`src/charger_register_command_encoder_defines.svh`:
```
// Assertion macros shared by the charger command encoder RTL.
// Included by every module that carries concurrent checks.
`ifndef CHARGER_REGISTER_COMMAND_ENCODER_DEFINES_SVH
`define CHARGER_REGISTER_COMMAND_ENCODER_DEFINES_SVH

`ifndef SYNTH
`define CHG_ASSERT_IMP(lbl, clk, rst, ante, cons) \
   lbl: assert property (@(posedge clk) disable iff (rst) (ante) |-> (cons)) \
      else $error("check failed");
`define CHG_ASSERT_NXT(lbl, clk, rst, ante, cons) \
   lbl: assert property (@(posedge clk) disable iff (rst) (ante) |=> (cons)) \
      else $error("check failed");
`else
`define CHG_ASSERT_IMP(lbl, clk, rst, ante, cons)
`define CHG_ASSERT_NXT(lbl, clk, rst, ante, cons)
`endif

`endif

```
`src/chgcmd_pkg.sv`:
```
// Types and constants for the charger command encoder.
// Used by chgcmd_div and charger_register_command_encoder; no dependencies.
`timescale 1ns / 1ps

package chgcmd_pkg;

   // shared divider
   localparam int DIV_W     = 24;
   localparam int DVS_W     = 7;
   localparam int DIV_ITERS = DIV_W / 2;
   localparam int CNT_W     = $clog2(DIV_ITERS + 1);

   typedef struct packed {
      logic             start;
      logic [DIV_W-1:0] dividend;
      logic [DVS_W-1:0] divisor;
   } div_req_type;

   typedef struct packed {
      logic             done;
      logic [DIV_W-1:0] quot;
      logic [DVS_W-1:0] rem;
   } div_rsp_type;

   // sequencer
   typedef enum logic [3:0] {
      ST_IDLE,
      ST_VMUL,
      ST_VDIV1,
      ST_VDIV2,
      ST_CMUL1,
      ST_CMUL2,
      ST_CDIV,
      ST_AMUL1,
      ST_AMUL2,
      ST_DONE
   } state_type;

   // command codes
   localparam logic [4:0] CMD_CTRL0_INIT = 5'd0;
   localparam logic [4:0] CMD_CTRL1_INIT = 5'd1;
   localparam logic [4:0] CMD_CTRL2_INIT = 5'd2;
   localparam logic [4:0] CMD_CTRL3_INIT = 5'd3;
   localparam logic [4:0] CMD_CTRL4_INIT = 5'd4;
   localparam logic [4:0] CMD_MAX_SYS    = 5'd5;
   localparam logic [4:0] CMD_MIN_SYS    = 5'd6;
   localparam logic [4:0] CMD_OTG_EN     = 5'd7;
   localparam logic [4:0] CMD_OTG_VOLT   = 5'd8;
   localparam logic [4:0] CMD_OTG_CUR    = 5'd9;
   localparam logic [4:0] CMD_RD_INFO1   = 5'd10;
   localparam logic [4:0] CMD_RD_INFO2   = 5'd11;
   localparam logic [4:0] CMD_SET_ADP    = 5'd12;
   localparam logic [4:0] CMD_IN_VOLT    = 5'd13;
   localparam logic [4:0] CMD_ADP_INIT   = 5'd14;
   localparam logic [4:0] CMD_CHG_INIT   = 5'd15;
   localparam logic [4:0] CMD_SET_CHG    = 5'd16;
   localparam logic [4:0] CMD_LOAD_EN    = 5'd17;
   localparam logic [4:0] CMD_LOAD_DIS   = 5'd18;
   localparam logic [4:0] CMD_VSYS_CTRL  = 5'd19;

   // charger register command bytes
   localparam logic [7:0] REG_CHG_LIM  = 8'h14;
   localparam logic [7:0] REG_MAX_SYS  = 8'h15;
   localparam logic [7:0] REG_CTRL0    = 8'h39;
   localparam logic [7:0] REG_INFO1    = 8'h3A;
   localparam logic [7:0] REG_CTRL1    = 8'h3C;
   localparam logic [7:0] REG_CTRL2    = 8'h3D;
   localparam logic [7:0] REG_MIN_SYS  = 8'h3E;
   localparam logic [7:0] REG_ADP_LIM  = 8'h3F;
   localparam logic [7:0] REG_OTG_VOLT = 8'h49;
   localparam logic [7:0] REG_OTG_CUR  = 8'h4A;
   localparam logic [7:0] REG_IN_VOLT  = 8'h4B;
   localparam logic [7:0] REG_CTRL3    = 8'h4C;
   localparam logic [7:0] REG_INFO2    = 8'h4D;
   localparam logic [7:0] REG_CTRL4    = 8'h4E;

   // fixed words
   localparam logic [15:0] WORD_CTRL0    = 16'h0003;
   localparam logic [15:0] WORD_LOAD_DIS = 16'h0002;
   localparam logic [15:0] WORD_CTRL1    = 16'h0004;
   localparam logic [15:0] WORD_CTRL2    = 16'h2800;
   localparam logic [15:0] WORD_CTRL3    = 16'h8081;
   localparam logic [15:0] WORD_OTG_EN   = 16'h0804;
   localparam logic [15:0] WORD_IN_VOLT  = 16'h0B00;

   // arithmetic constants
   localparam logic [DVS_W-1:0] PCT_DIV      = 7'd100;
   localparam logic [DVS_W-1:0] VOLT_STEP    = 7'd12;
   localparam logic [DVS_W-1:0] VOLT_HALF    = 7'd6;
   localparam logic [7:0]       CUR_SCALE    = 8'd10;
   localparam logic [7:0]       FIXED_MARGIN = 8'd120;
   localparam logic [9:0]       CUR_HALF     = 10'd512;
   localparam logic [9:0]       ADP_FLOOR    = 10'd100;

   // configuration register indexes
   localparam logic [2:0] CSR_OTG_GAIN   = 3'd0;
   localparam logic [2:0] CSR_OTG_OFFSET = 3'd1;
   localparam logic [2:0] CSR_MAX_SYS    = 3'd2;
   localparam logic [2:0] CSR_MIN_SYS    = 3'd3;
   localparam logic [2:0] CSR_CHG_LIM    = 3'd4;

   localparam logic [7:0]  RST_OTG_GAIN   = 8'd102;
   localparam logic [15:0] RST_OTG_OFFSET = 16'd0;
   localparam logic [14:0] RST_MAX_SYS    = 15'd12000;
   localparam logic [13:0] RST_MIN_SYS    = 14'd9000;
   localparam logic [15:0] RST_CHG_LIM    = 16'd2000;

endpackage

```
`src/chgcmd_div.sv`:
```
// Shared radix-4 restoring divider, two quotient bits per cycle.
// Depends on chgcmd_pkg for widths and the request/response structs.
`timescale 1ns / 1ps
`include "charger_register_command_encoder_defines.svh"

module chgcmd_div (
   input  logic                     clock,
   input  logic                     reset,
   input  chgcmd_pkg::div_req_type  div_req,
   output chgcmd_pkg::div_rsp_type  div_rsp
);

   logic                               busy_ff, busy_in;
   logic                               done_ff, done_in;
   logic [chgcmd_pkg::CNT_W-1:0]       cnt_ff, cnt_in;
   logic [chgcmd_pkg::DIV_W-1:0]       quot_ff, quot_in;
   logic [chgcmd_pkg::DVS_W-1:0]       rem_ff, rem_in;
   logic [chgcmd_pkg::DVS_W-1:0]       dvs_ff, dvs_in;

   logic [chgcmd_pkg::DVS_W:0]         r1, r2, r1s, r2s;
   logic                               ge1, ge2;

   // two dependent subtract steps per cycle
   always_comb begin
      r1  = {rem_ff, quot_ff[chgcmd_pkg::DIV_W-1]};
      ge1 = (r1 >= {1'b0, dvs_ff});
      r1s = ge1 ? (r1 - {1'b0, dvs_ff}) : r1;
      r2  = {r1s[chgcmd_pkg::DVS_W-1:0], quot_ff[chgcmd_pkg::DIV_W-2]};
      ge2 = (r2 >= {1'b0, dvs_ff});
      r2s = ge2 ? (r2 - {1'b0, dvs_ff}) : r2;
   end

   always_comb begin
      busy_in = busy_ff;
      done_in = 1'b0;
      cnt_in  = cnt_ff;
      quot_in = quot_ff;
      rem_in  = rem_ff;
      dvs_in  = dvs_ff;
      if (div_req.start) begin
         busy_in = 1'b1;
         cnt_in  = chgcmd_pkg::CNT_W'(chgcmd_pkg::DIV_ITERS);
         quot_in = div_req.dividend;
         rem_in  = '0;
         dvs_in  = div_req.divisor;
      end else if (busy_ff) begin
         quot_in = {quot_ff[chgcmd_pkg::DIV_W-3:0], ge1, ge2};
         rem_in  = r2s[chgcmd_pkg::DVS_W-1:0];
         cnt_in  = cnt_ff - 1'b1;
         if (cnt_ff == chgcmd_pkg::CNT_W'(1)) begin
            busy_in = 1'b0;
            done_in = 1'b1;
         end
      end
   end

   always_ff @(posedge clock) begin
      if (reset) begin
         busy_ff <= 1'b0;
         done_ff <= 1'b0;
         cnt_ff  <= '0;
      end else begin
         busy_ff <= busy_in;
         done_ff <= done_in;
         cnt_ff  <= cnt_in;
      end
      quot_ff <= quot_in;
      rem_ff  <= rem_in;
      dvs_ff  <= dvs_in;
   end

   assign div_rsp.done = done_ff;
   assign div_rsp.quot = quot_ff;
   assign div_rsp.rem  = rem_ff;

   `CHG_ASSERT_IMP(a_no_restart, clock, reset, div_req.start, !busy_ff)
   `CHG_ASSERT_NXT(a_start_busy, clock, reset, div_req.start, busy_ff)
   `CHG_ASSERT_IMP(a_busy_cnt, clock, reset, busy_ff, cnt_ff != '0)

endmodule

```
`src/charger_register_command_encoder.sv`:
```
// Charger command encoder top level: sequencer, shared multiplier, output word.
// Depends on chgcmd_pkg and chgcmd_div.
`timescale 1ns / 1ps
`include "charger_register_command_encoder_defines.svh"

// Usage
//  Request channel (req_*): one command word per accepted valid/stall handshake.
//  Result channel (rsp_*): one register access word per command: command byte,
//  16-bit data and read flag.
//  csr_* writes the five settings; write only while the block is idle.
//  Path from accept to rsp_valid: fixed commands go straight to ST_DONE; OTG
//  current with PPS passes ST_CMUL1, the adapter limit ST_AMUL1 and ST_AMUL2,
//  OTG current on a fixed supply ST_CMUL1, ST_CMUL2 and a division, and OTG
//  voltage ST_VMUL and two divisions, by 100 and by 12. Divisions use the
//  shared divider, which retires two quotient bits a cycle.
//  req_stall is high from acceptance until the result is in the output
//  register; a new command may be taken while that result still waits.
//  If rsp_stall holds the output, a finished second result waits in the
//  sequencer and req_stall stays high.
//  Reset (synchronous) restores the setting defaults, clears the latched
//  adapter current and drops rsp_valid.
module charger_register_command_encoder (
   input  logic        clock,
   input  logic        reset,
   input  logic        req_valid,
   output logic        req_stall,
   input  logic [4:0]  req_cmd,
   input  logic [15:0] req_volt_mv,
   input  logic [9:0]  req_cur,
   input  logic        req_pps_mode,
   input  logic        req_non_pd,
   input  logic [9:0]  req_rdo_oper_cur,
   output logic        rsp_valid,
   input  logic        rsp_stall,
   output logic [7:0]  rsp_reg_addr,
   output logic [15:0] rsp_data_word,
   output logic        rsp_is_read,
   input  logic        csr_we,
   input  logic [2:0]  csr_idx,
   input  logic [15:0] csr_wdata
);

   chgcmd_pkg::state_type state_ff, state_in;

   logic [7:0]  gain_ff;
   logic [15:0] offset_ff;
   logic [14:0] max_sys_ff;
   logic [13:0] min_sys_ff;
   logic [15:0] chg_lim_ff;
   logic [9:0]  last_req_cur_ff, last_req_cur_in;

   logic [4:0]  cmd_ff;
   logic [15:0] volt_ff;
   logic [9:0]  cur_ff;
   logic        pps_ff;
   logic        nonpd_ff;
   logic [9:0]  opr_ff;

   logic [chgcmd_pkg::DIV_W-1:0] acc_ff, acc_in;
   logic [chgcmd_pkg::DVS_W-1:0] rem_ff, rem_in;

   logic        rsp_valid_ff, rsp_valid_in;
   logic [7:0]  rsp_addr_ff;
   logic [15:0] rsp_data_ff;
   logic        rsp_rd_ff;

   logic        req_acc;
   logic        out_free;
   logic        load_rsp;

   logic [15:0] mul_a;
   logic [7:0]  mul_b;
   logic [23:0] prod;
   logic [15:0] adp_t;

   logic [7:0]  res_addr;
   logic [15:0] res_data;
   logic        res_rd;
   logic [5:0]  min_hi;
   logic [12:0] volt_steps;
   logic [8:0]  cur_steps;

   chgcmd_pkg::div_req_type div_req;
   chgcmd_pkg::div_rsp_type div_rsp;

   chgcmd_div u_div (
      .clock   (clock),
      .reset   (reset),
      .div_req (div_req),
      .div_rsp (div_rsp)
   );

   assign req_stall = (state_ff != chgcmd_pkg::ST_IDLE);
   assign req_acc   = req_valid && !req_stall;
   assign out_free  = !rsp_valid_ff || !rsp_stall;

   // adapter current less the 1 A floor, clamped at zero
   assign adp_t = (acc_ff[15:0] > {6'b0, chgcmd_pkg::ADP_FLOOR})
                  ? (acc_ff[15:0] - {6'b0, chgcmd_pkg::ADP_FLOOR}) : '0;

   // shared multiplier operand select
   always_comb begin
      mul_a = '0;
      mul_b = '0;
      unique case (state_ff)
         chgcmd_pkg::ST_VMUL: begin
            mul_a = volt_ff;
            mul_b = gain_ff;
         end
         chgcmd_pkg::ST_CMUL1: begin
            mul_a = {6'b0, cur_ff};
            mul_b = chgcmd_pkg::CUR_SCALE;
         end
         chgcmd_pkg::ST_CMUL2: begin
            mul_a = acc_ff[15:0];
            mul_b = chgcmd_pkg::FIXED_MARGIN;
         end
         chgcmd_pkg::ST_AMUL1: begin
            mul_a = {6'b0, opr_ff};
            mul_b = chgcmd_pkg::CUR_SCALE;
         end
         chgcmd_pkg::ST_AMUL2: begin
            mul_a = adp_t;
            mul_b = chgcmd_pkg::CUR_SCALE;
         end
         default: begin
            mul_a = '0;
            mul_b = '0;
         end
      endcase
   end

   assign prod = mul_a * mul_b;

   // sequencer
   always_comb begin
      state_in        = state_ff;
      acc_in          = acc_ff;
      rem_in          = rem_ff;
      last_req_cur_in = last_req_cur_ff;
      div_req         = '0;
      load_rsp        = 1'b0;
      unique case (state_ff)
         chgcmd_pkg::ST_IDLE: begin
            if (req_acc) begin
               priority case (req_cmd)
                  chgcmd_pkg::CMD_OTG_VOLT: state_in = chgcmd_pkg::ST_VMUL;
                  chgcmd_pkg::CMD_OTG_CUR:  state_in = chgcmd_pkg::ST_CMUL1;
                  chgcmd_pkg::CMD_SET_ADP: begin
                     state_in        = chgcmd_pkg::ST_AMUL1;
                     last_req_cur_in = req_cur;
                  end
                  default: state_in = chgcmd_pkg::ST_DONE;
               endcase
            end
         end
         chgcmd_pkg::ST_VMUL: begin
            div_req.start    = 1'b1;
            div_req.dividend = prod;
            div_req.divisor  = chgcmd_pkg::PCT_DIV;
            state_in         = chgcmd_pkg::ST_VDIV1;
         end
         chgcmd_pkg::ST_VDIV1: begin
            if (div_rsp.done) begin
               div_req.start    = 1'b1;
               div_req.dividend = div_rsp.quot + {8'b0, offset_ff};
               div_req.divisor  = chgcmd_pkg::VOLT_STEP;
               state_in         = chgcmd_pkg::ST_VDIV2;
            end
         end
         chgcmd_pkg::ST_VDIV2: begin
            if (div_rsp.done) begin
               acc_in   = div_rsp.quot;
               rem_in   = div_rsp.rem;
               state_in = chgcmd_pkg::ST_DONE;
            end
         end
         chgcmd_pkg::ST_CMUL1: begin
            acc_in   = prod;
            state_in = pps_ff ? chgcmd_pkg::ST_DONE : chgcmd_pkg::ST_CMUL2;
         end
         chgcmd_pkg::ST_CMUL2: begin
            div_req.start    = 1'b1;
            div_req.dividend = prod;
            div_req.divisor  = chgcmd_pkg::PCT_DIV;
            state_in         = chgcmd_pkg::ST_CDIV;
         end
         chgcmd_pkg::ST_CDIV: begin
            if (div_rsp.done) begin
               acc_in   = div_rsp.quot;
               state_in = chgcmd_pkg::ST_DONE;
            end
         end
         chgcmd_pkg::ST_AMUL1: begin
            acc_in   = nonpd_ff ? {14'b0, cur_ff} : prod;
            state_in = chgcmd_pkg::ST_AMUL2;
         end
         chgcmd_pkg::ST_AMUL2: begin
            acc_in   = prod;
            state_in = chgcmd_pkg::ST_DONE;
         end
         chgcmd_pkg::ST_DONE: begin
            if (out_free) begin
               load_rsp = 1'b1;
               state_in = chgcmd_pkg::ST_IDLE;
            end
         end
         default: state_in = chgcmd_pkg::ST_IDLE;
      endcase
   end

   // result word
   assign min_hi     = min_sys_ff[13:8] + {5'b0, |min_sys_ff[7:0]};
   assign volt_steps = acc_ff[12:0] + {12'b0, (rem_ff > chgcmd_pkg::VOLT_HALF)};
   assign cur_steps  = acc_ff[18:10] + {8'b0, (acc_ff[9:0] > chgcmd_pkg::CUR_HALF)};

   always_comb begin
      res_addr = '0;
      res_data = '0;
      res_rd   = 1'b0;
      unique case (cmd_ff)
         chgcmd_pkg::CMD_CTRL0_INIT,
         chgcmd_pkg::CMD_LOAD_EN: begin
            res_addr = chgcmd_pkg::REG_CTRL0;
            res_data = chgcmd_pkg::WORD_CTRL0;
         end
         chgcmd_pkg::CMD_LOAD_DIS: begin
            res_addr = chgcmd_pkg::REG_CTRL0;
            res_data = chgcmd_pkg::WORD_LOAD_DIS;
         end
         chgcmd_pkg::CMD_CTRL1_INIT: begin
            res_addr = chgcmd_pkg::REG_CTRL1;
            res_data = chgcmd_pkg::WORD_CTRL1;
         end
         chgcmd_pkg::CMD_CTRL2_INIT: begin
            res_addr = chgcmd_pkg::REG_CTRL2;
            res_data = chgcmd_pkg::WORD_CTRL2;
         end
         chgcmd_pkg::CMD_CTRL3_INIT: begin
            res_addr = chgcmd_pkg::REG_CTRL3;
            res_data = chgcmd_pkg::WORD_CTRL3;
         end
         chgcmd_pkg::CMD_CTRL4_INIT: res_addr = chgcmd_pkg::REG_CTRL4;
         chgcmd_pkg::CMD_MAX_SYS: begin
            res_addr = chgcmd_pkg::REG_MAX_SYS;
            res_data = {1'b0, max_sys_ff[14:3], 3'b0};
         end
         chgcmd_pkg::CMD_MIN_SYS: begin
            res_addr = chgcmd_pkg::REG_MIN_SYS;
            res_data = {2'b0, min_hi, 8'b0};
         end
         chgcmd_pkg::CMD_OTG_EN: begin
            res_addr = chgcmd_pkg::REG_CTRL1;
            res_data = chgcmd_pkg::WORD_OTG_EN;
         end
         chgcmd_pkg::CMD_OTG_VOLT: begin
            res_addr = chgcmd_pkg::REG_OTG_VOLT;
            res_data = {volt_steps, 3'b0};
         end
         chgcmd_pkg::CMD_OTG_CUR: begin
            res_addr = chgcmd_pkg::REG_OTG_CUR;
            res_data = {cur_steps, 7'b0};
         end
         chgcmd_pkg::CMD_RD_INFO1: begin
            res_addr = chgcmd_pkg::REG_INFO1;
            res_rd   = 1'b1;
         end
         chgcmd_pkg::CMD_RD_INFO2: begin
            res_addr = chgcmd_pkg::REG_INFO2;
            res_rd   = 1'b1;
         end
         chgcmd_pkg::CMD_SET_ADP: begin
            res_addr = chgcmd_pkg::REG_ADP_LIM;
            // (t * 10 / 32) << 2
            res_data = (cur_ff > chgcmd_pkg::ADP_FLOOR) ? {acc_ff[18:5], 2'b0} : '0;
         end
         chgcmd_pkg::CMD_IN_VOLT: begin
            res_addr = chgcmd_pkg::REG_IN_VOLT;
            res_data = chgcmd_pkg::WORD_IN_VOLT;
         end
         chgcmd_pkg::CMD_ADP_INIT: res_addr = chgcmd_pkg::REG_ADP_LIM;
         chgcmd_pkg::CMD_CHG_INIT: res_addr = chgcmd_pkg::REG_CHG_LIM;
         chgcmd_pkg::CMD_SET_CHG: begin
            res_addr = chgcmd_pkg::REG_CHG_LIM;
            res_data = (last_req_cur_ff == '0) ? '0 : chg_lim_ff;
         end
         chgcmd_pkg::CMD_VSYS_CTRL: begin
            res_addr = chgcmd_pkg::REG_CTRL1;
            res_data = (cur_ff == '0) ? chgcmd_pkg::WORD_CTRL1 : '0;
         end
         default: begin
            res_addr = '0;
            res_data = '0;
            res_rd   = 1'b0;
         end
      endcase
   end

   always_comb begin
      rsp_valid_in = rsp_valid_ff;
      if (load_rsp)
         rsp_valid_in = 1'b1;
      else if (!rsp_stall)
         rsp_valid_in = 1'b0;
   end

   always_ff @(posedge clock) begin
      if (reset) begin
         state_ff        <= chgcmd_pkg::ST_IDLE;
         rsp_valid_ff    <= 1'b0;
         last_req_cur_ff <= '0;
         gain_ff         <= chgcmd_pkg::RST_OTG_GAIN;
         offset_ff       <= chgcmd_pkg::RST_OTG_OFFSET;
         max_sys_ff      <= chgcmd_pkg::RST_MAX_SYS;
         min_sys_ff      <= chgcmd_pkg::RST_MIN_SYS;
         chg_lim_ff      <= chgcmd_pkg::RST_CHG_LIM;
      end else begin
         state_ff        <= state_in;
         rsp_valid_ff    <= rsp_valid_in;
         last_req_cur_ff <= last_req_cur_in;
         if (csr_we) begin
            priority case (csr_idx)
               chgcmd_pkg::CSR_OTG_GAIN:   gain_ff    <= csr_wdata[7:0];
               chgcmd_pkg::CSR_OTG_OFFSET: offset_ff  <= csr_wdata;
               chgcmd_pkg::CSR_MAX_SYS:    max_sys_ff <= csr_wdata[14:0];
               chgcmd_pkg::CSR_MIN_SYS:    min_sys_ff <= csr_wdata[13:0];
               chgcmd_pkg::CSR_CHG_LIM:    chg_lim_ff <= csr_wdata;
               default: ;
            endcase
         end
      end
      if (req_acc) begin
         cmd_ff   <= req_cmd;
         volt_ff  <= req_volt_mv;
         cur_ff   <= req_cur;
         pps_ff   <= req_pps_mode;
         nonpd_ff <= req_non_pd;
         opr_ff   <= req_rdo_oper_cur;
      end
      acc_ff <= acc_in;
      rem_ff <= rem_in;
      if (load_rsp) begin
         rsp_addr_ff <= res_addr;
         rsp_data_ff <= res_data;
         rsp_rd_ff   <= res_rd;
      end
   end

   assign rsp_valid     = rsp_valid_ff;
   assign rsp_reg_addr  = rsp_addr_ff;
   assign rsp_data_word = rsp_data_ff;
   assign rsp_is_read   = rsp_rd_ff;

   `CHG_ASSERT_NXT(a_busy_after_acc, clock, reset, req_acc, state_ff != chgcmd_pkg::ST_IDLE)
   `CHG_ASSERT_IMP(a_div_done_state, clock, reset, div_rsp.done, state_ff == chgcmd_pkg::ST_VDIV1 || state_ff == chgcmd_pkg::ST_VDIV2 || state_ff == chgcmd_pkg::ST_CDIV)
   `CHG_ASSERT_NXT(a_load_idle, clock, reset, state_ff == chgcmd_pkg::ST_DONE && out_free, rsp_valid_ff && state_ff == chgcmd_pkg::ST_IDLE)
   `CHG_ASSERT_NXT(a_adp_latch, clock, reset, req_acc && req_cmd == chgcmd_pkg::CMD_SET_ADP, last_req_cur_ff == $past(req_cur))

endmodule
```
`config.mk`:
```
export PLATFORM = sky130hd
export DESIGN_NAME = charger_register_command_encoder
export DESIGN_NICKNAME = d
export VERILOG_FILES = /design/src/chgcmd_pkg.sv /design/src/chgcmd_div.sv /design/src/charger_register_command_encoder.sv
export VERILOG_INCLUDE_DIRS = /design/src /design/src/src
export SDC_FILE = /design/constraint.sdc
export NUM_CORES = 1
export LEC_CHECK = 0
export BUFFER_PORTS_ARGS = -buffer_cell sky130_fd_sc_hd__buf_2
export CAP_MARGIN = 20
export CORE_MARGIN = 1.5
export CORE_UTILIZATION = 45
export DETAILED_ROUTE_END_ITERATION = 10
export PLACE_DENSITY = 0.69
export REMOVE_ABC_BUFFERS = 1
export SYNTH_ARGS = -nofsm -noshare
export SYNTH_HDL_FRONTEND = slang
export SYNTH_HIERARCHICAL = 1
export SYNTH_SLANG_ARGS = --single-unit
```
`constraint.sdc`:
```
create_clock -name clock -period 8.9 [get_ports clock]
set_input_delay 0.89 -clock clock [delete_from_list [all_inputs] [get_ports clock]]
set_output_delay 0.89 -clock clock [all_outputs]
set_load 0.01 [all_outputs]
```
==> flow_metrics.py <==
metrics = {
    "detailed_routing": {
        "violation_count_after_the_first_detailed_routing_iteration": 1333,
        "post_drt_wl_per_cell_microns": 20.4,
        "dr_total_vias": 13200,
        "postRouteAntennaNets": 0,
        "viasPerCell": 5.85,
        "drt_drc_violations_left": 0,
        "first_pass_iters": 6,
        "wl_mm": 46.1,
    },
    "die": {
        "full_die_area_sq_um": 36200,
        "die_h_microns": 190,
        "floorplan.initialDensity_pct": 45.6,
        "fp.dieW_microns": 190,
        "core_area_sq_um": 34500,
        "placement_rows": 68,
        "ios": 94,
    },
    "timing": {
        "worst-slew-pin-transition_ns": 0.930,
        "setup_total_negative_slack_ns": 0,
        "final-setup-viol-count": 0,
        "hold_violations": 0,
        "final_max_slew_viol_count": 0,
        "achievable-frequency_mhz": 128,
        "rsz0062_at_grt": "false",
        "post-route-period-util_pct": 88.1,
        "layout_min_cycle_time_ns": 7.84,
        "finalClockSkew_ns": 0.0314,
        "timing.max_slew.rel_slack_pct": 36.4,
    },
    "clock_tree": {
        "htree_num_levels": 1,
        "tritoncts.num_buffers": 24,
        "cts_resized": 0,
        "cts_root_buffer": "clkbuf_16",
        "clk_lat_worst_skew_ns": 0.56,
        "clockBufferDepth": 3,
        "clock_tree_from_tritoncts": "built",
        "clk_pin_slew_ns": 0.07,
        "cts_hold_repair.buffers": 0,
        "cts_num_sinks": 218,
        "post_cts.repair.setup_buffers": 0,
    },
    "worst_setup_path": {
        "rr_startpoint": "acc_ff[10]",
        "criticalPathCategory": "flop to flop",
        "timing.critical_path.to_type": "flop",
        "r2r_end": "u_div/quot_ff[21]",
        "rrSetupSlack_ns": 1.06,
        "worst-endpoint-arrival_ns": 8.16,
        "cp.required_ns": 9.22,
        "critical_path_peak_fanout": 15,
        "worstSetupStartpointType": "flop",
        "r2r.worst_path.cells": 22,
    },
    "placed_design": {
        "post_dp_hpwl_mm": 34.8,
        "place.gp.congestion": 0.957,
        "port-buffer-count": 92,
    },
    "min_path": {
        "hp-class": "flop to flop",
        "whs_endpoint": "last_req_cur_ff[4]",
        "hold_path.startpoint": "last_req_cur_ff[4]",
        "holdPathStages": 2,
    },
    "synth": {
        "postSynthAreaPerCell_sq_um": 9.19,
        "number_of_enable_flip_flop_cells_after_synthesis": 124,
        "synth-warning-count": 6,
        "synth.cell_area_sq_um": 15800,
        "post_synth_num_cell_types": 85,
        "yosys_register_bits": 218,
        "fraction_of_the_yosys_area_taken_by_sequential_cells_pct": 35.6,
        "synth_flop_cell": "edfxtp_1",
        "syn-instance-count": 1715,
        "synth-async-reset-ratio_pct": 0,
    },
    "global_routing": {
        "grt_max_degree": 88,
        "globalRouteOverflowTotal": 0,
        "antenna_found_initial": 2,
        "grt_pass1_wl_mm": 70.2,
        "via_count_of_the_first_global_routing_pass": 12400,
        "gr-usage-all-layers_pct": 25.3,
    },
    "power_and_ir_drop": {
        "power_per_cell_area_nw_per_um2": 286,
        "power.static_leakage_nw": 7.10,
        "irDropWorstVdd_mv": 0.238,
    },
    "cells_and_area": {
        "drive_above_1_share_pct": 12.4,
        "utilization_of_the_core_after_routing_pct": 50.9,
        "syn_to_layout_area_delta_pct": 11.5,
        "layout_common_cells": "nand2_1 (257), nor2_1 (147), inv_1 (142)",
        "final_common_cell": "nand2_1",
        "num-nets-final": 2019,
    },
    "outcome": {
        "outcome": "completed",
    },
    "job": {
        "drv_cap": 0,
    },
}
state kept, by name, summed over array words and instances (netlist names), 5 cells and up:
register         flops
u_div/quot_ff       24
acc_ff              19
chg_lim_ff          16
offset_ff           16
rsp_data_word       16
volt_ff             16
min_sys_ff          14
max_sys_ff          12
cur_ff              10
last_req_cur_ff     10
opr_ff              10
gain_ff              8
rem_ff               7
rsp_reg_addr         7
u_div/dvs_ff         7
u_div/rem_ff         7
cmd_ff               5
stage by stage:
step	hold WS [ns]	cells	power [mW]	worst slack (ns)	cell area [sq um]
after global placement	0.443	2206	3.88	1.21	16700
final	0.457	2254	5.03	1.06	17600
after floorplan	0.427	1637	3.13	1.87	15400
after global routing	0.473	2253	5.32	0.594	17600
after CTS	0.458	2251	4.98	1.15	17500
after detailed placement	0.449	2207	3.91	1.16	16700
critical path: stages (launching register included):
cell and delay (ns):
edfxtp_1 0.55, or3_4 0.48, or3_4 0.37, a311oi_4 0.52, or2_1 0.47, o21ai_0 0.20, a21oi_2 0.38, nor2_1 0.12
fa_1 0.56, fa_1 0.44, fa_1 0.61, inv_1 0.08, fa_1 0.54, inv_1 0.04, ha_1 0.33, or2_2 0.33
and3_1 0.17, a211oi_1 0.37, o211ai_1 0.19, a41oi_1 0.31, xor2_1 0.19, o22ai_1 0.10, mux2_2 0.29
cell usage after synthesis, types with 7 or more instances:
library cell / n / share of area, %
o22ai_1: 11 / 0.44
and3_1: 28 / 1.1
a22oi_1: 7 / 0.33
buf_1: 8 / 0.19
a211o_1: 9 / 0.50
dfxtp_1: 94 / 12
a22o_1: 14 / 0.78
o211ai_1: 7 / 0.33
o21ai_0: 76 / 2.4
ha_1: 85 / 6.7
nor2_1: 147 / 3.5
a211oi_1: 13 / 0.62
a21oi_1: 101 / 3.2
nand3b_1: 18 / 0.86
xnor2_1: 41 / 2.3
clkbuf_1: 66 / 1.6
or2_2: 7 / 0.28
a31oi_1: 8 / 0.32
nor3_1: 26 / 0.83
mux2i_1: 10 / 0.64
o21a_1: 10 / 0.48
a21o_1: 14 / 0.67
nand3_1: 32 / 1.0
nand2_1: 257 / 6.1
edfxtp_1: 124 / 24
a221o_1: 7 / 0.44
nor3b_1: 8 / 0.38
nor4_1: 11 / 0.44
mux2_2: 24 / 1.7
fa_1: 87 / 11
nand2b_1: 33 / 1.3
a222oi_1: 15 / 0.95
nand4_1: 8 / 0.32
xor2_1: 30 / 1.7
nor2b_1: 19 / 0.75
inv_1: 142 / 3.4
area by class of cell:
type,count,area (sq um)
Antenna cell,1,2.50
Clock buffer,32,702
Clock inverter,12,158
Fill cell,3275,17000
Inverter,142,533
Multi-Input combinational cell,1277,9320
Sequential cell,218,5610
Tap cell,455,569
Timing Repair Buffer,117,678
metal layers:
layer,part of all wire [%],GRT usage (%),wire (microns),up-vias
met3,8.8,4.93,4050,114
met5,0.033,0,15,-
met4,3.8,9.66,1770,2
met1,43,35.3,20000,6325
met2,44,38.7,20200,579
li1,-,-,-,6157
worst max-delay path by stage:
stage	startpoint	endpoint	slack, ns	depth (start not counted)
final	acc_ff[10]	u_div/quot_ff[21]	1.06	22
after floorplan	acc_ff[10]	u_div/quot_ff[17]	1.87	22
after CTS	acc_ff[10]	u_div/quot_ff[21]	1.15	22
after global routing	acc_ff[10]	u_div/quot_ff[22]	0.59	24
after global placement	acc_ff[10]	u_div/quot_ff[21]	1.21	22
after detailed placement	acc_ff[10]	u_div/quot_ff[21]	1.16	22
cell families (layout without fill, tap and decap cells):
group	count (synthesis)	count (layout)	synth area share [%]
fa+ha+maj	172	172	17.8
buf+inv	223	303	5.49
other cells	1	5	0.0238
compound gates	371	371	16.3
xor+xnor	71	71	3.95
simple gates	625	625	18.5
mux	34	34	2.35
flops	218	218	35.6
power breakdown:
group	leakage [nW]	internal [mW]	switching, mW
Combinational	4.75	0.873	1.45
Clock	0.422	0.624	0.437
Sequential	1.92	1.37	0.280
Total	7.10	2.86	2.17
Power figures use the tool's default switching activity.
